==> config.mk <==
export PLATFORM = sky130hd
export DESIGN_NAME = ttdd_mix
export DESIGN_NICKNAME = d
export VERILOG_FILES = /design/src/rtl/core/ttdd_pkg.sv /design/src/rtl/core/ttdd_div_pipe.sv /design/src/rtl/core/ttdd_mix.sv
export SDC_FILE = /design/constraint.sdc
export NUM_CORES = 1
export LEC_CHECK = 0
export BUFFER_PORTS_ARGS = -buffer_cell sky130_fd_sc_hd__buf_4
export CAP_MARGIN = 20
export CORE_ASPECT_RATIO = 1.5
export CORE_MARGIN = 3
export CORE_UTILIZATION = 40
export DETAILED_ROUTE_END_ITERATION = 8
export PLACE_DENSITY = 0.58
export SYNTH_ARGS = -nofsm -noshare
export SYNTH_HDL_FRONTEND = slang
export SYNTH_SLANG_ARGS = --single-unit
==> constraint.sdc <==
create_clock -name clk -period 6.6 [get_ports clk]
set_input_delay 0.66 -clock clk [delete_from_list [all_inputs] [get_ports clk]]
set_output_delay 0.66 -clock clk [all_outputs]
set_load 0.01 [all_outputs]
==> src/rtl/core/ttdd_pkg.sv <==
// Shared types, register map and field widths for the tilt to differential drive block.
// No dependencies; every other file of the block but ttdd_div_pipe refers to it by scoped names.
package ttdd_pkg;

  localparam int THR_W      = 16;
  localparam int DUTY_W     = 12;
  localparam int CFG_DATA_W = 32;
  localparam int CFG_ADDR_W = 5;
  localparam int REG_IDX_W  = 3;

  localparam logic [REG_IDX_W-1:0] REG_FWD_DEAD   = 3'd0;
  localparam logic [REG_IDX_W-1:0] REG_FWD_SAT    = 3'd1;
  localparam logic [REG_IDX_W-1:0] REG_TURN_DEAD  = 3'd2;
  localparam logic [REG_IDX_W-1:0] REG_TURN_SAT   = 3'd3;
  localparam logic [REG_IDX_W-1:0] REG_FULL_SCALE = 3'd4;

  localparam logic [THR_W-1:0]  RST_FWD_DEAD   = 16'd3000;
  localparam logic [THR_W-1:0]  RST_FWD_SAT    = 16'd6000;
  localparam logic [THR_W-1:0]  RST_TURN_DEAD  = 16'd4000;
  localparam logic [THR_W-1:0]  RST_TURN_SAT   = 16'd6000;
  localparam logic [DUTY_W-1:0] RST_FULL_SCALE = 12'd1000;

  typedef struct packed {
    logic [THR_W-1:0]  fwd_dead;
    logic [THR_W-1:0]  fwd_sat;
    logic [THR_W-1:0]  turn_dead;
    logic [THR_W-1:0]  turn_sat;
    logic [DUTY_W-1:0] full_scale;
  } cfg_regs_t;

  typedef struct packed {
    logic              pos;
    logic [DUTY_W-1:0] mag;
  } crv_t;

  typedef struct packed {
    logic pos;
    logic zero;
    logic full;
  } crv_sb_t;

  typedef struct packed {
    logic              fwd;
    logic              scale_left;
    logic              scale_right;
    logic [DUTY_W-1:0] base;
  } mix_sb_t;

  function automatic int div_width(int fsc);
    return THR_W + $clog2(fsc + 1);
  endfunction

endpackage

==> src/rtl/core/ttdd_div_pipe.sv <==
// Pipelined restoring divider, one quotient bit per register stage, with a sideband.
// Caller keeps the numerator below the denominator shifted by Q_W bits; no other dependencies.
module ttdd_div_pipe #(
  parameter int NUM_W = 24,
  parameter int DEN_W = 12,
  parameter int Q_W   = 12,
  parameter int SB_W  = 1
) (
  input  logic             clk,
  input  logic             rst_n,
  input  logic             vld_i,
  input  logic [NUM_W-1:0] num_i,
  input  logic [DEN_W-1:0] den_i,
  input  logic [SB_W-1:0]  sb_i,
  output logic             vld_o,
  output logic [Q_W-1:0]   quo_o,
  output logic [SB_W-1:0]  sb_o
);

  localparam int CW = (NUM_W > DEN_W + Q_W) ? NUM_W : DEN_W + Q_W;

  logic             vld_r [Q_W];
  logic [Q_W-1:0]   quo_r [Q_W];
  logic [SB_W-1:0]  sb_r  [Q_W];
  logic [CW-1:0]    rem_r [Q_W-1];
  logic [DEN_W-1:0] den_r [Q_W-1];

  for (genvar s = 0; s < Q_W; s++) begin : g_stage
    localparam int BIT = Q_W - 1 - s;
    logic             vld_in;
    logic [CW-1:0]    rem_in;
    logic [DEN_W-1:0] den_in;
    logic [Q_W-1:0]   quo_in;
    logic [SB_W-1:0]  sb_in;
    logic [CW-1:0]    trial;
    logic             ge;
    logic [Q_W-1:0]   quo_nxt;

    if (s == 0) begin : g_head
      assign vld_in = vld_i;
      assign rem_in = CW'(num_i);
      assign den_in = den_i;
      assign quo_in = '0;
      assign sb_in  = sb_i;
    end else begin : g_body
      assign vld_in = vld_r[s-1];
      assign rem_in = rem_r[s-1];
      assign den_in = den_r[s-1];
      assign quo_in = quo_r[s-1];
      assign sb_in  = sb_r[s-1];
    end

    assign trial = CW'(den_in) << BIT;
    assign ge    = rem_in >= trial;

    always_comb begin
      quo_nxt      = quo_in;
      quo_nxt[BIT] = ge;
    end

    always_ff @(posedge clk) begin
      if (!rst_n) begin
        vld_r[s] <= 1'b0;
      end else begin
        vld_r[s] <= vld_in;
      end
    end

    always_ff @(posedge clk) begin
      quo_r[s] <= quo_nxt;
      sb_r[s]  <= sb_in;
    end

    if (s < Q_W - 1) begin : g_keep
      logic [CW-1:0] rem_nxt;

      assign rem_nxt = ge ? rem_in - trial : rem_in;

      always_ff @(posedge clk) begin
        rem_r[s] <= rem_nxt;
        den_r[s] <= den_in;
      end
    end
  end

  assign vld_o = vld_r[Q_W-1];
  assign quo_o = quo_r[Q_W-1];
  assign sb_o  = sb_r[Q_W-1];

endmodule

==> src/rtl/core/ttdd_mix.sv <==
// Differential mixing: scales one side by the turn amount and inverts duties when backward.
// Depends on ttdd_pkg and ttdd_div_pipe; 14 register stages.
module ttdd_mix (
  input  logic                        clk,
  input  logic                        rst_n,
  input  logic                        vld_i,
  input  ttdd_pkg::crv_t              fwd_i,
  input  ttdd_pkg::crv_t              turn_i,
  input  logic [ttdd_pkg::DUTY_W-1:0] fs_i,
  output logic                        vld_o,
  output logic                        fwd_o,
  output logic [ttdd_pkg::DUTY_W-1:0] left_o,
  output logic [ttdd_pkg::DUTY_W-1:0] right_o
);

  localparam int DUTY_W = ttdd_pkg::DUTY_W;
  localparam int PROD_W = 2 * DUTY_W;

  logic              t_nz;
  logic              fs_nz;
  ttdd_pkg::mix_sb_t p_sb_nxt;

  logic              p_vld_r;
  logic [PROD_W-1:0] p_prod_r;
  ttdd_pkg::mix_sb_t p_sb_r;

  logic              d_vld;
  logic [DUTY_W-1:0] d_quo;
  ttdd_pkg::mix_sb_t d_sb;
  logic [DUTY_W-1:0] left_sel;
  logic [DUTY_W-1:0] right_sel;

  logic              o_vld_r;
  logic              o_fwd_r;
  logic [DUTY_W-1:0] o_left_r;
  logic [DUTY_W-1:0] o_right_r;

  assign t_nz  = turn_i.mag != '0;
  assign fs_nz = fs_i != '0;

  always_comb begin
    p_sb_nxt.fwd         = fwd_i.pos && (fwd_i.mag != '0);
    p_sb_nxt.scale_left  = !turn_i.pos && t_nz && fs_nz;
    p_sb_nxt.scale_right = turn_i.pos && t_nz && fs_nz;
    p_sb_nxt.base        = fwd_i.mag;
  end

  always_ff @(posedge clk) begin
    if (!rst_n) begin
      p_vld_r <= 1'b0;
      o_vld_r <= 1'b0;
    end else begin
      p_vld_r <= vld_i;
      o_vld_r <= d_vld;
    end
  end

  always_ff @(posedge clk) begin
    p_prod_r  <= PROD_W'(fwd_i.mag) * PROD_W'(fs_i - turn_i.mag);
    p_sb_r    <= p_sb_nxt;
    o_fwd_r   <= d_sb.fwd;
    o_left_r  <= d_sb.fwd ? left_sel : fs_i - left_sel;
    o_right_r <= d_sb.fwd ? right_sel : fs_i - right_sel;
  end

  ttdd_div_pipe #(
    .NUM_W (PROD_W),
    .DEN_W (DUTY_W),
    .Q_W   (DUTY_W),
    .SB_W  ($bits(ttdd_pkg::mix_sb_t))
  ) u_div (
    .clk   (clk),
    .rst_n (rst_n),
    .vld_i (p_vld_r),
    .num_i (p_prod_r),
    .den_i (fs_i),
    .sb_i  (p_sb_r),
    .vld_o (d_vld),
    .quo_o (d_quo),
    .sb_o  (d_sb)
  );

  assign left_sel  = d_sb.scale_left ? d_quo : d_sb.base;
  assign right_sel = d_sb.scale_right ? d_quo : d_sb.base;

  assign vld_o   = o_vld_r;
  assign fwd_o   = o_fwd_r;
  assign left_o  = o_left_r;
  assign right_o = o_right_r;

endmodule

* Yosys cells after proc, flatten, opt, wreduce, memory -nomap -nowiden *
Memories as Yosys holds them, arrays and structs flattened. A register that Yosys moved wholly into a read port is not among the register bits.
Index checks and enable logic that the tools add are counted.

storage, ports and cells
  output and inout bits = 26
  logic and storage cells = 92
  bits in registers = 65
  memories = 5
  bits in writable memories = 732

memories
  memory       words  bits a word  rd ports  clocked after Yosys merged registers in  write ports  line                 RTL
  u_div.rem_r  11     24           11        0                                        11           ttdd_div_pipe.sv:25  logic [CW-1:0] rem_r [Q_W-1];
  u_div.sb_r   12     15           12        0                                        12           ttdd_div_pipe.sv:24  logic [SB_W-1:0] sb_r [Q_W];
  u_div.quo_r  12     12           12        0                                        12           ttdd_div_pipe.sv:23  logic [Q_W-1:0] quo_r [Q_W];
  u_div.den_r  11     12           11        0                                        11           ttdd_div_pipe.sv:26  logic [DEN_W-1:0] den_r [Q_W-1];
  u_div.vld_r  12     1            12        1                                        12           ttdd_div_pipe.sv:22  logic vld_r [Q_W];

cells by class
  $mul = 1
  bitwise gates (word level) = 12
  multiplexer cells = 29
  $add $sub $neg = 14
  $lt $le $gt $ge = 12
  reduce and logical (&&, ||, !) cells = 10

operator list
  operator             number
  $mux W24             11
  $mux W12             4
  $reduce_bool A12 Y1  3
  $ge A24 B12 Y1       1
  $ge A24 B13 Y1       1
  $ge A24 B14 Y1       1
  $ge A24 B15 Y1       1
  $ge A24 B16 Y1       1
  $ge A24 B17 Y1       1
  $ge A24 B18 Y1       1
  $ge A24 B19 Y1       1
  $ge A24 B20 Y1       1
  $ge A24 B21 Y1       1
  $ge A24 B22 Y1       1
  $ge A24 B23 Y1       1
  $mul A13 B13 Y24     1
  $sub A12 B12 Y12     2
  $sub A24 B13 Y24     1
  $sub A24 B14 Y24     1
  $sub A24 B15 Y24     1
  $sub A24 B16 Y24     1
  $sub A24 B17 Y24     1
  $sub A24 B18 Y24     1
  $sub A24 B19 Y24     1
  other kinds (9)      38

* Depth between registers and ports, before layout *
An unclocked memory read counts as a cell.

  depth after elaboration = 4
  depth in mapped cells = 31

* Modules after synthesis *
From an unflattened synthesis, not the netlist that was laid out.

second synthesis, totals
  cell total of the unflattened synthesis = 3101
  area total of the unflattened synthesis = 31875.6 um2

by module, submodules not included
  module         area an instance (um2)  cells an instance  times used
  ttdd_div_pipe  23261.1                 2152               1
  ttdd_mix       8614.5                  949                1

* Worst setup path before layout *
OpenSTA, ideal clock, no wires.

  path kind = input-to-reg
  start = in fs_i[0] in the netlist's numbering
  end = reg p_prod_r[23]
  data required time = 6.478 ns
  stages = 28
  setup slack = -0.627 ns
  data arrival time = 7.105 ns
  cells stage by stage = inv_1 -> ha_1 -> fa_1 -> nor2b_1 -> o31a_1 -> nor4_1 -> o31ai_1 -> xor2_1 -> clkbuf_1 -> nand2_1 -> fa_1 -> fa_1 -> inv_1 -> fa_1 -> fa_1 -> fa_1 -> inv_1 -> fa_1 -> inv_1 -> ha_1 -> a21o_1 -> a21oi_1 -> o21ai_0 -> a21oi_1 -> o21ai_0 -> a31oi_1 -> o21ai_0 -> xnor2_1

between the ends
  word-level cells in the longest chain between the ends = 2

RTL lines
  what                  line            RTL
  start, declared       ttdd_mix.sv:9   input logic [ttdd_pkg::DUTY_W-1:0] fs_i,
  $sub A12 B12 Y13      ttdd_mix.sv:59  p_prod_r <= PROD_W'(fwd_i.mag) * PROD_W'(fs_i - turn_i.mag);
  $mul A13 B13 Y24      ttdd_mix.sv:59
  end signal, assigned  ttdd_mix.sv:59
  end, declared         ttdd_mix.sv:24  logic [PROD_W-1:0] p_prod_r;

Every way passes these cells.
A chain may end at the register's enable or synchronous reset.

* Worst setup path in the final report *
Same ends and word-level chain as after synthesis.

==> flow_summary.ini <==
[placement]
dpl_worst_slack_ps = -621
place_hpwl_um = 55700
port_buffers = 66
place.gp.congestion = 0.892
dp_cells = 4166

[routing]
drc_errors = 0
vias = 20900
routed_wl_um = 69700
first_iter_violations = 817
avgRoutedWirePerCell_um = 16.3
firstDrtPassIters = 5
antenna_left = 0
vias_per_cell = 4.88

[finish]
drive_above_1_share_pct = 11.0
final_cells = 4287
final_nets = 3660
fillCellCount = 7217
areaGrowthSynthToFinish_pct = 15.9
finalCoreUtilization_pct = 47.2
antenna-diode-count = 0

[logic_synthesis]
synth-edff-count = 0
synthesis.instances = 3049
synth.cell_area_mm2 = 0.0313
async_flop_share_pct = 0
ys_top_cells_by_area = dfxtp_1 (47%), ha_1 (10%), fa_1 (7.9%), inv_1 (3.9%), xor2_1 (2.9%)
synth_top_area_share_pct = 46.9
synth_nets = 3476
synthFlopType = dfxtp_1
avgSynthCellArea_um2 = 10.2
ys_warn_count = 0
synth_most_common_cell = dfxtp_1
synth.distinct_cells = 75
synth_area_leader_cell = dfxtp_1
ys_seq_elements = 732
ys_seq_area_share_pct = 46.9
synthTopCellsByCount = dfxtp_1 (732), inv_1 (325), ha_1 (262)

[sta]
setup_ws_ps = 272
grt_setup_unrepaired = yes
hold_ws_ps = 216
slew_violations = 0
fin_crit_ps = 6330
tightest_slew_ps = 1040
fin_worst_skew_ps = 21.2
slew-limit-headroom_pct = 31.0
setup_viol = 0
max_freq_ghz = 0.158
hold_viol_final = 0
timing.final.crit_share_pct = 95.9

[critical_path]
crit_path_end_kind = flop
critical_path_class = in2reg
max_stage_delay_ps = 560
arrival_ps = 6810
r2r_setup_slack_ps = 3040
crit_fanout = 4
critPathLaunchType = input pin
required_ps = 7090
critPathSlowestCell = fa_1
cp_common_cell = fa_1

[grt]
grt_max_degree = 31
antenna_found_initial = 0
grt_pass1_wl_um = 108000
grt_overflow = 0
track_usage_pct = 17.1
grt_pass1_vias = 21800

[clock_tree]
root_buffer = clkbuf_16
cts_buffers = 68
clk_pin_slew_ps = 60
clockBufferDepth = 3
clock_sinks = 732
cts_hold_buf = 0
cts_tree = done
clk_latency_ps = 610
htree_levels = 3

[floorplanning]
core_area_mm2 = 0.0768
die_w_um = 234
io_pins = 67
die_area_mm2 = 0.0816
core.rowCount = 124
fp.dieH_um = 348
initial_core_util_pct = 40.7

[job]
cap_violations = 0

[hold_path]
min_path_type = in2reg

[run_status]
status = complete, no violations
[cells in the final DEF (no fill, tap or decap), types with 9 or more instances in the layout]
cell type	count
a211oi_1	10
a21boi_0	10
a21o_1	44
a21oi_1	131
a31oi_1	18
and2_1	63
and3_1	11
buf_4	172
bufinv_16	9
clkbuf_16	70
clkbuf_8	10
dfxtp_1	732
fa_1	123
ha_1	255
inv_1	323
mux2_2	20
mux2i_1	44
nand2_1	218
nand2b_1	48
nand3_1	35
nand4_1	20
nor2_1	174
nor2b_1	47
nor3_1	58
nor4_1	33
o21a_1	35
o21ai_0	137
o21bai_1	10
o31ai_1	18
or2_2	12
or3_1	28
or4_1	9
xnor2_1	89
xor2_1	102
[metal layers]
metal  GRT usage [%]  wire length [um]
met5               0                 0
met4            11.2              4670
met3            1.89              1800
met2            35.8             40500
met1            14.5             22700
[kinds of logic after synthesis]
group           synth area share [%]
flops                           46.9
buf+inv                         4.70
mux                             2.13
simple gates                    12.7
fa+ha+maj                       18.4
xor+xnor                        5.41
compound gates                  9.69
[sequential cells by signal (all words and copies together), names as in the netlist]
name / cells
u_div.vld_r: 12
right_o: 12
u_div.rem_r: 264
left_o: 12
u_div.quo_r: 78
u_div.sb_r: 180
vld_o: 1
p_vld_r: 1
u_div.den_r: 132
p_sb_r: 15
p_prod_r: 24
fwd_o: 1
[final cells by class]
| class | count | area [um^2] | area share, % |
|---|---|---|---|
| timing repair buffer | 173 | 1310 | 3.62 |
| clock inverter | 28 | 447 | 1.23 |
| sequential | 732 | 14700 | 40.4 |
| multi-input combinational | 1930 | 15400 | 42.5 |
| clock buffer | 88 | 1920 | 5.30 |
| inverter | 328 | 1250 | 3.45 |
| tap | 1008 | 1260 | 3.48 |
[path summary, 6_finish.rpt]
| kind | end | startpoint | cells past startpoint |
|---|---|---|---|
| min reg2reg | u_div.sb_r[4][28] | u_div.sb_r[4][13] | 0 |
| min | p_sb_r[13] | turn_i[12] | 2 |
| max | p_prod_r[23] | fs_i[0] | 30 |
| max reg2reg | u_div.rem_r[4][14] | u_div.den_r[3][1] | 10 |
[worst max-delay path, delay by kind of cell]
kind,cells,cell delay [ps]
and+or+nand+nor,3,300
AOI/OAI and AO/OA,9,1240
buffers and inverters,7,600
xor gates and xnor gates,2,340
adders and majority gates,9,3650
[per-stage QoR]
stage | TNS, ps | area, um^2
finish | 0 | 36200
global route | -25.4 | 36200
CTS | 0 | 36000
detailed placement | -5020 | 33600
global placement | -4480 | 33600
floorplan | -94.0 | 31400
[repair_timing]
action	CTS	global route
buffers inserted	0	4
gates resized for setup	0	32
setup endpoints to repair	0	8
Power is left out: the tool's default activity adds up to more than one toggle a clock period on the data nets, which glitch-free logic cannot reach.
