--- config.mk ---
export PLATFORM = sky130hd
export DESIGN_NAME = ttdd_curve
export DESIGN_NICKNAME = d
export VERILOG_FILES = /design/src/rtl/core/ttdd_pkg.sv /design/src/rtl/core/ttdd_div_pipe.sv /design/src/rtl/core/ttdd_curve.sv
export SDC_FILE = /design/constraint.sdc
export NUM_CORES = 2
export LEC_CHECK = 0
export BUFFER_PORTS_ARGS = -buffer_cell sky130_fd_sc_hd__buf_2
export CORE_MARGIN = 5
export CORE_UTILIZATION = 45
export CTS_CLUSTER_SIZE = 25
export DETAILED_ROUTE_END_ITERATION = 7
export SKIP_LAST_GASP = 1
export SYNTH_ARGS = -nofsm -noshare
export SYNTH_HDL_FRONTEND = slang
export SYNTH_HIERARCHICAL = 1
export SYNTH_SLANG_ARGS = --single-unit
--- constraint.sdc ---
create_clock -name clk -period 7.5 [get_ports clk]
set_input_delay 0.375 -clock clk [delete_from_list [all_inputs] [get_ports clk]]
set_output_delay 0.375 -clock clk [all_outputs]
set_load 0.02 [all_outputs]
--- src/rtl/core/ttdd_pkg.sv ---
// Shared types, register map and field widths for the tilt to differential drive block.
// No dependencies; every other file of the block but ttdd_div_pipe refers to it by scoped names.
package ttdd_pkg;

  localparam int THR_W      = 16;
  localparam int DUTY_W     = 12;
  localparam int CFG_DATA_W = 32;
  localparam int CFG_ADDR_W = 5;
  localparam int REG_IDX_W  = 3;

  localparam logic [REG_IDX_W-1:0] REG_FWD_DEAD   = 3'd0;
  localparam logic [REG_IDX_W-1:0] REG_FWD_SAT    = 3'd1;
  localparam logic [REG_IDX_W-1:0] REG_TURN_DEAD  = 3'd2;
  localparam logic [REG_IDX_W-1:0] REG_TURN_SAT   = 3'd3;
  localparam logic [REG_IDX_W-1:0] REG_FULL_SCALE = 3'd4;

  localparam logic [THR_W-1:0]  RST_FWD_DEAD   = 16'd3000;
  localparam logic [THR_W-1:0]  RST_FWD_SAT    = 16'd6000;
  localparam logic [THR_W-1:0]  RST_TURN_DEAD  = 16'd4000;
  localparam logic [THR_W-1:0]  RST_TURN_SAT   = 16'd6000;
  localparam logic [DUTY_W-1:0] RST_FULL_SCALE = 12'd1000;

  typedef struct packed {
    logic [THR_W-1:0]  fwd_dead;
    logic [THR_W-1:0]  fwd_sat;
    logic [THR_W-1:0]  turn_dead;
    logic [THR_W-1:0]  turn_sat;
    logic [DUTY_W-1:0] full_scale;
  } cfg_regs_t;

  typedef struct packed {
    logic              pos;
    logic [DUTY_W-1:0] mag;
  } crv_t;

  typedef struct packed {
    logic pos;
    logic zero;
    logic full;
  } crv_sb_t;

  typedef struct packed {
    logic              fwd;
    logic              scale_left;
    logic              scale_right;
    logic [DUTY_W-1:0] base;
  } mix_sb_t;

  function automatic int div_width(int fsc);
    return THR_W + $clog2(fsc + 1);
  endfunction

endpackage

--- src/rtl/core/ttdd_div_pipe.sv ---
// Pipelined restoring divider, one quotient bit per register stage, with a sideband.
// Caller keeps the numerator below the denominator shifted by Q_W bits; no other dependencies.
module ttdd_div_pipe #(
  parameter int NUM_W = 24,
  parameter int DEN_W = 12,
  parameter int Q_W   = 12,
  parameter int SB_W  = 1
) (
  input  logic             clk,
  input  logic             rst_n,
  input  logic             vld_i,
  input  logic [NUM_W-1:0] num_i,
  input  logic [DEN_W-1:0] den_i,
  input  logic [SB_W-1:0]  sb_i,
  output logic             vld_o,
  output logic [Q_W-1:0]   quo_o,
  output logic [SB_W-1:0]  sb_o
);

  localparam int CW = (NUM_W > DEN_W + Q_W) ? NUM_W : DEN_W + Q_W;

  logic             vld_r [Q_W];
  logic [Q_W-1:0]   quo_r [Q_W];
  logic [SB_W-1:0]  sb_r  [Q_W];
  logic [CW-1:0]    rem_r [Q_W-1];
  logic [DEN_W-1:0] den_r [Q_W-1];

  for (genvar s = 0; s < Q_W; s++) begin : g_stage
    localparam int BIT = Q_W - 1 - s;
    logic             vld_in;
    logic [CW-1:0]    rem_in;
    logic [DEN_W-1:0] den_in;
    logic [Q_W-1:0]   quo_in;
    logic [SB_W-1:0]  sb_in;
    logic [CW-1:0]    trial;
    logic             ge;
    logic [Q_W-1:0]   quo_nxt;

    if (s == 0) begin : g_head
      assign vld_in = vld_i;
      assign rem_in = CW'(num_i);
      assign den_in = den_i;
      assign quo_in = '0;
      assign sb_in  = sb_i;
    end else begin : g_body
      assign vld_in = vld_r[s-1];
      assign rem_in = rem_r[s-1];
      assign den_in = den_r[s-1];
      assign quo_in = quo_r[s-1];
      assign sb_in  = sb_r[s-1];
    end

    assign trial = CW'(den_in) << BIT;
    assign ge    = rem_in >= trial;

    always_comb begin
      quo_nxt      = quo_in;
      quo_nxt[BIT] = ge;
    end

    always_ff @(posedge clk) begin
      if (!rst_n) begin
        vld_r[s] <= 1'b0;
      end else begin
        vld_r[s] <= vld_in;
      end
    end

    always_ff @(posedge clk) begin
      quo_r[s] <= quo_nxt;
      sb_r[s]  <= sb_in;
    end

    if (s < Q_W - 1) begin : g_keep
      logic [CW-1:0] rem_nxt;

      assign rem_nxt = ge ? rem_in - trial : rem_in;

      always_ff @(posedge clk) begin
        rem_r[s] <= rem_nxt;
        den_r[s] <= den_in;
      end
    end
  end

  assign vld_o = vld_r[Q_W-1];
  assign quo_o = quo_r[Q_W-1];
  assign sb_o  = sb_r[Q_W-1];

endmodule

--- src/rtl/core/ttdd_curve.sv ---
// One axis response curve: dead zone, saturation and clamped linear region, 16 stages.
// Depends on ttdd_pkg and ttdd_div_pipe.
module ttdd_curve #(
  parameter int SAMPLE_BITS    = 16,
  parameter int FRACTION_SCALE = 1000
) (
  input  logic                                           clk,
  input  logic                                           rst_n,
  input  logic                                           vld_i,
  input  logic signed [SAMPLE_BITS-1:0]                  smp_i,
  input  logic [ttdd_pkg::THR_W-1:0]                     dead_i,
  input  logic [ttdd_pkg::THR_W-1:0]                     sat_i,
  input  logic [ttdd_pkg::DUTY_W-1:0]                    fs_i,
  input  logic [ttdd_pkg::div_width(FRACTION_SCALE)-1:0] div_i,
  output logic                                           vld_o,
  output ttdd_pkg::crv_t                                 crv_o
);

  localparam int SB     = SAMPLE_BITS;
  localparam int DUTY_W = ttdd_pkg::DUTY_W;
  localparam int FSC_W  = $clog2(FRACTION_SCALE + 1);
  localparam int DIV_W  = ttdd_pkg::div_width(FRACTION_SCALE);
  localparam int CMP_W  = (SB > ttdd_pkg::THR_W) ? SB : ttdd_pkg::THR_W;
  localparam int NUM_W  = SB + FSC_W;
  localparam int OVF_W  = (NUM_W > DIV_W + DUTY_W) ? NUM_W : DIV_W + DUTY_W;

  logic              neg_a;
  logic [SB-1:0]     mag_a;
  logic [CMP_W-1:0]  diff_a;

  logic              a_vld_r;
  logic              a_pos_r;
  logic              a_zero_r;
  logic              a_full_r;
  logic [SB-1:0]     a_diff_r;

  logic              b_vld_r;
  logic              b_pos_r;
  logic              b_zero_r;
  logic              b_full_r;
  logic [NUM_W-1:0]  b_num_r;

  logic              c_vld_r;
  logic [NUM_W-1:0]  c_num_r;
  ttdd_pkg::crv_sb_t c_sb_r;

  logic              d_vld;
  logic [DUTY_W-1:0] d_quo;
  ttdd_pkg::crv_sb_t d_sb;

  logic              o_vld_r;
  ttdd_pkg::crv_t    o_crv_r;
  ttdd_pkg::crv_t    o_crv_nxt;

  assign neg_a  = smp_i[SB-1];
  assign mag_a  = neg_a ? (~$unsigned(smp_i) + SB'(1)) : $unsigned(smp_i);
  assign diff_a = CMP_W'(mag_a) - CMP_W'(dead_i);

  always_ff @(posedge clk) begin
    if (!rst_n) begin
      a_vld_r <= 1'b0;
      b_vld_r <= 1'b0;
      c_vld_r <= 1'b0;
      o_vld_r <= 1'b0;
    end else begin
      a_vld_r <= vld_i;
      b_vld_r <= a_vld_r;
      c_vld_r <= b_vld_r;
      o_vld_r <= d_vld;
    end
  end

  always_ff @(posedge clk) begin
    a_pos_r  <= !neg_a && (smp_i != '0);
    a_zero_r <= CMP_W'(mag_a) < CMP_W'(dead_i);
    a_full_r <= CMP_W'(mag_a) > CMP_W'(sat_i);
    a_diff_r <= diff_a[SB-1:0];

    b_pos_r  <= a_pos_r;
    b_zero_r <= a_zero_r;
    b_full_r <= a_full_r || (div_i == '0);
    b_num_r  <= NUM_W'(a_diff_r) * NUM_W'(FRACTION_SCALE);

    c_num_r     <= b_num_r;
    c_sb_r.pos  <= b_pos_r;
    c_sb_r.zero <= b_zero_r;
    c_sb_r.full <= b_full_r || (OVF_W'(b_num_r) >= (OVF_W'(div_i) << DUTY_W));

    o_crv_r <= o_crv_nxt;
  end

  ttdd_div_pipe #(
    .NUM_W (NUM_W),
    .DEN_W (DIV_W),
    .Q_W   (DUTY_W),
    .SB_W  ($bits(ttdd_pkg::crv_sb_t))
  ) u_div (
    .clk   (clk),
    .rst_n (rst_n),
    .vld_i (c_vld_r),
    .num_i (c_num_r),
    .den_i (div_i),
    .sb_i  (c_sb_r),
    .vld_o (d_vld),
    .quo_o (d_quo),
    .sb_o  (d_sb)
  );

  always_comb begin
    o_crv_nxt.pos = d_sb.pos;
    priority if (d_sb.zero) begin
      o_crv_nxt.mag = '0;
    end else if (d_sb.full || d_quo > fs_i) begin
      o_crv_nxt.mag = fs_i;
    end else begin
      o_crv_nxt.mag = d_quo;
    end
  end

  assign vld_o = o_vld_r;
  assign crv_o = o_crv_r;

endmodule

Word-level counts from Yosys, hierarchy flattened
Memory sizes are Yosys's and may differ from the RTL's. A register that Yosys moved wholly into a read port is not among the register bits. Cells that the tools add are included.

Equal/unequal tests: 0. Multiply operators: 1. Div/mod/pow operators: 0. Add/subtract/negate cells: 13. Order comparisons: 16. Bitwise operators: 13. Shift operators: 0. Reduce and logical (&&, ||, !) cells: 8. Muxes and demuxes: 27.

Operators with widths (number): two-way mux 38 bit (11); >= comparator 26 x 38 -> 1 bit (1); >= comparator 38 x 26 -> 1 bit (1); >= comparator 38 x 27 -> 1 bit (1); >= comparator 38 x 28 -> 1 bit (1); >= comparator 38 x 29 -> 1 bit (1); >= comparator 38 x 30 -> 1 bit (1); >= comparator 38 x 31 -> 1 bit (1); >= comparator 38 x 32 -> 1 bit (1); >= comparator 38 x 33 -> 1 bit (1); >= comparator 38 x 34 -> 1 bit (1); >= comparator 38 x 35 -> 1 bit (1); >= comparator 38 x 36 -> 1 bit (1); subtractor 26 x 37 -> 38 bit (1); subtractor 38 x 27 -> 38 bit (1); subtractor 38 x 28 -> 38 bit (1); subtractor 38 x 29 -> 38 bit (1); subtractor 38 x 30 -> 38 bit (1); subtractor 38 x 31 -> 38 bit (1); subtractor 38 x 32 -> 38 bit (1); subtractor 38 x 33 -> 38 bit (1); subtractor 38 x 34 -> 38 bit (1); subtractor 38 x 35 -> 38 bit (1); subtractor 38 x 36 -> 38 bit (1); other kinds (17) (44).

Logic and storage cells: 100. Bits in registers: 87. Memories: 5. ROM bits: 0. Bits in writable memories: 896. Output and inout port bits: 14. Latch bits: 0.

Memories: u_div.rem_r (words 11, width 38, rd ports 11, clocked after memory_dff 0, wr ports 11, RTL line ttdd_div_pipe.sv:25) `logic [CW-1:0] rem_r [Q_W-1];`; u_div.den_r (words 11, width 26, rd ports 11, clocked after memory_dff 0, wr ports 11, RTL line ttdd_div_pipe.sv:26) `logic [DEN_W-1:0] den_r [Q_W-1];`; u_div.quo_r (words 12, width 12, rd ports 12, clocked after memory_dff 0, wr ports 12, RTL line ttdd_div_pipe.sv:23) `logic [Q_W-1:0] quo_r [Q_W];`; u_div.sb_r (words 12, width 3, rd ports 12, clocked after memory_dff 0, wr ports 12, RTL line ttdd_div_pipe.sv:24) `logic [SB_W-1:0] sb_r [Q_W];`; u_div.vld_r (words 12, width 1, rd ports 12, clocked after memory_dff 1, wr ports 12, RTL line ttdd_div_pipe.sv:22) `logic vld_r [Q_W];`.

Longest topological paths before layout
Depth after elaboration: 4. Mapped depth: 16.

By module
The synthesis kept the hierarchy.

By module, submodules not included: ttdd_div_pipe (area each 36981.7 um^2, cells each 4011, seq. area each 16615.9 um^2, instances 1); ttdd_curve (area each 6957.9 um^2, cells each 726, seq. area each 1761.7 um^2, instances 1).

Least setup slack after synthesis
No wires, ideal clock.

Path kind: flip-flop to flip-flop. From: register a_diff_r[9]. To: register b_num_r[24]. Path slack: 3.061 ns. Buffers on the path: 1. Arrival time: 4.317 ns. Setup time: 0.122 ns. Period minus slack after synthesis: 4.439 ns. Stages on the path, launching flop included: 17. Cell sequence: dfxtp_1 -> inv_1 -> fa_1 -> fa_1 -> inv_1 -> fa_1 -> inv_1 -> fa_1 -> inv_1 -> ha_1 -> buf_6 -> and3_1 -> a221o_1 -> or3_4 -> o221ai_4 -> nor4_1 -> a311o_1.

Cells in the longest elaborated chain, start to end: 1.

RTL lines: from (decl) (RTL line ttdd_curve.sv:35) `logic [SB-1:0] a_diff_r;`; from (signal assigned) (RTL line ttdd_curve.sv:77) `a_diff_r <= diff_a[SB-1:0];`; multiplier 16 x 7 -> 23 bit (RTL line ttdd_curve.sv:82) `b_num_r <= NUM_W'(a_diff_r) * NUM_W'(FRACTION_SCALE);`; to (signal assigned) (RTL line ttdd_curve.sv:82); to (decl) (RTL line ttdd_curve.sv:41) `logic [NUM_W-1:0] b_num_r;`.

No other way between the ends. A chain may end at the register's enable or synchronous reset.

Worst setup path in the final report
From: register a_diff_r[10]. To: register b_num_r[24].

Same word-level chain as after synthesis.

==> summary.txt <==
Die
  • Starting Density: 0.454
  • Die Y: approximately 320 um
  • Row count: 114
  • DIE AREA: 104000 um2
  • Core area: 96900 um2
  • I/O pins: about 100
  • Die X: about 320 um

Power
  • Pwr dens: about 530 nW/um2
  • Leak pwr: 23.0 nW
  • Max IR drop VDD: 1140 uV

Worst setup path
  • Crit. End Element: register
  • CP arrival: 5.23 ns
  • WS Path Type: reg2reg
  • CP Max Fanout: 8
  • Worst Path Required: ~8 ns
  • Critical Path Source Type: register

Logic synthesis
  • Syn. warnings: 6
  • Compound-Gate Fraction of Synth Area: 0.169
  • Adder-cell share of the synthesized area: 0.148
  • Synth cell types: 93
  • Share of flip-flops with an asynchronous set or reset: 0
  • Largest family of logic cells by synthesized area: compound AO/OA/AOI/OAI gates
  • Syn Area/Cell: 9.28 um2
  • Cells after synthesis: 4737
  • Sequential-to-total area share from yosys stat: 0.418
  • Syn Std Cell Area: between 40000 and 50000 um2
  • Ranking of synthesized cells by area: dfxtp_1 42%, ha_1 12%, inv_1 4.7%, a21oi_1 3.9%, xnor2_1 3.7%
  • #FFs+latches synth: 918
  • Post-synthesis mux area share: 0.0171
  • Synth Area in Simple Gates: 0.128
  • Xor and xnor area share after synthesis: 0.0644
  • Area share of the largest cell type after synthesis: 0.418
  • Yosys top cell by area: dfxtp_1
  • EDFF count, synth: 0
  • Synth Flop Type: dfxtp_1

Placement
  • I/O Buffers: ~100
  • RD Place Congestion: between 0.8 and 0.9
  • Post-DP HPWL: 79.8 mm

STA
  • Max_slew headroom: 0.159
  • Min Hold Slack: between 0.06 and 0.07 ns
  • Setup TNS Final: 0 ns
  • Max Freq: ~0.21 GHz
  • Pins Over Slew Limit: 0
  • Tightest Pin Transition: approximately 1.2 ns
  • # setup viols final: 0
  • Final Cycle Share: 0.625
  • RSZ-0062 raised after global routing: false
  • Post-layout min period: 4.69 ns
  • Worst Clk Skew: approximately 0.037 ns
  • Final Hold Fails: 0

Global route
  • Antenna violations before repair: 1
  • Vias in the first global route: approximately 33k
  • First-pass GRT wire length: 163 mm
  • Pin count of the biggest net entering global routing: 54
  • Grt ovf: 0
  • Total track usage: 0.191

Route
  • Uppermost routed layer: met4
  • 1st-iter DRT viols: 1611
  • Routed wl met2: around 52 mm
  • Drt drc: 0
  • Met3 WL: about 2.9 mm
  • Post-route ant nets: 0
  • Routed Wire Length: 99.6 mm
  • Via Count: between 30k and 40k
  • DR pass1 iterations: 5
  • Via-to-Cell Ratio: between 5 and 6
  • Wire per inst: ~16 um
  • Met1 WL: about 40 mm

CTS
  • H-tree level count: 3
  • CTS tree: yes
  • Worst-Skew Late Latency: roughly 0.68 ns
  • Clock-pin slew on the worst setup and hold paths: 0.06 ns
  • CTS Buf Count: 97
  • Post-CTS Resized: 0
  • Clock Path Buffers: 3
  • TritonCTS Sinks: between 900 and 1k
  • CTS root buffer: clkbuf_16

Layout
  • # nets final: 5473
  • Layout area overhead: 13.0%
  • Layout cells sized above 1: 0.0757

Min path
  • Hold Crit Class: in2reg

Status
  • Status: finished, final reports clean

Flow run
  • Max Cap Viol: 0
-- synthesized netlist by cell type (all sizes together), types with 9 or more instances --
master and instances:
nand3b 10, o21ai 275, xor2 139, nor3 84
o2111ai 11, a21o 149, and2 37, o41ai 9
buf 26, ha 413, dfxtp 918, nand3 74
or2 15, a2111oi 22, mux2i 19, o31ai 48
o31a 9, nor4b 9, a211oi 39, nor2 284
fa 66, inv 546, a21boi 21, xnor2 184
o211ai 21, nand2b 45, clkbuf 67, a211o 13
nor3b 11, mux2 50, nand4 60, and3 35
nor4 43, o21a 40, or4 16, a31oi 37
nor2b 33, o21bai 44, nand2 341, or3 26
a21oi 348, nand4b 11
-- logic make-up after synthesis --
kind of cell,after synthesis
buffers and inverters,639
AND/OR/NAND/NOR,1151
multiplexers,69
AO/OA/AOI/OAI,1157
adder cells (fa/ha/maj),479
other,1
flip-flops,918
XOR/XNOR,323
-- where the power goes --
part,internal [mW],leakage [nW],switching (mW),total (mW)
combinational,6.33,13.7,8.11,14.4
clock,2.97,1.67,1.99,4.96
sequential,6.34,7.68,0.817,7.16
-- final timing paths --
check        slack (ns)  depth (start not counted)               from                to
max                2.81                         15       a_diff_r[10]       b_num_r[24]
min                0.06                          2              rst_n    u_div/vld_r[3]
max reg2reg        2.81                         15       a_diff_r[10]       b_num_r[24]
min reg2reg        0.31                          0  u_div/sb_r[1][10]  u_div/sb_r[2][1]
-- layout by cell type (no fill, tap or decap), types with 33 or more instances in the layout --
cell	count
a211oi_1	35
a21o_1	148
a21oi_1	345
a31oi_1	36
and2_1	37
and3_1	34
buf_2	102
clkbuf_16	97
dfxtp_1	918
dlygate4sd3_1	39
fa_1	66
ha_1	413
inv_1	545
mux2_2	36
nand2_1	341
nand2b_1	45
nand3_1	74
nand4_1	60
nor2_1	282
nor2b_1	33
nor3_1	83
nor4_1	42
o21a_1	40
o21ai_0	260
o21bai_1	44
o31ai_1	48
xnor2_1	184
xor2_1	139
-- per-stage QoR --
| stage | utilization | area (um2) | instances | worst slack, ns | power, mW |
|---|---|---|---|---|---|
| floorplan | - | 44000 | 4742 | 3.06 | 18.6 |
| global placement | 0.473 | 45900 | 6043 | 2.81 | 21.6 |
| detailed placement | 0.473 | 45900 | 6043 | 2.81 | 21.7 |
| CTS | 0.513 | 49600 | 6259 | 2.80 | 26.8 |
| global route | 0.513 | 49600 | 6260 | 2.56 | 29.1 |
| finish | 0.513 | 49600 | 6260 | 2.81 | 26.6 |
-- worst max-delay path: stages, from the launching register on --
cell	delay (ns)
dfxtp_1	0.32
inv_1	0.24
fa_1	0.50
fa_1	0.52
inv_1	0.06
fa_1	0.50
inv_1	0.05
fa_1	0.50
inv_1	0.04
ha_1	0.39
and3_1	0.18
a221o_1	0.34
or3_4	0.34
o221ai_4	0.20
nor4_1	0.07
a311o_1	0.32
-- layout make-up --
cell class                      instances  area (um2)
Tap cell                             1276        1600
Clock buffer                          130        2740
Clock inverter                         47         659
Inverter                              546        2050
Sequential cell                       918       18400
Timing Repair Buffer                  157        1020
Antenna cell                            1        2.50
Multi-Input combinational cell       3185       23200
Fill cell                            9044       47200
-- state kept, by name, summed over array words and instances, names as in the netlist --
name / count
a_diff_r: 16
a_full_r: 1
a_pos_r: 1
a_vld_r: 1
a_zero_r: 1
b_full_r: 1
b_num_r: 23
b_pos_r: 1
b_vld_r: 1
b_zero_r: 1
c_num_r: 23
c_sb_r: 3
c_vld_r: 1
crv_o: 13
u_div/den_r: 286
u_div/quo_r: 78
u_div/rem_r: 418
u_div/sb_r: 36
u_div/vld_r: 12
vld_o: 1
-- metal layers --
metal | track usage | up-vias
met3 | 0.0255 | 231
met1 | 0.206 | 14900
met4 | 0.0860 | 0
met2 | 0.369 | 545
met5 | 0 | -
li1 | - | 16700
-- timing repair --
action	in CTS	in global routing
buffers inserted	0	0
hold buffers	39	0
setup endpoints to repair	0	0
hold endpoints to repair	46	0
Note: power is estimated with default switching activity, not from simulation.
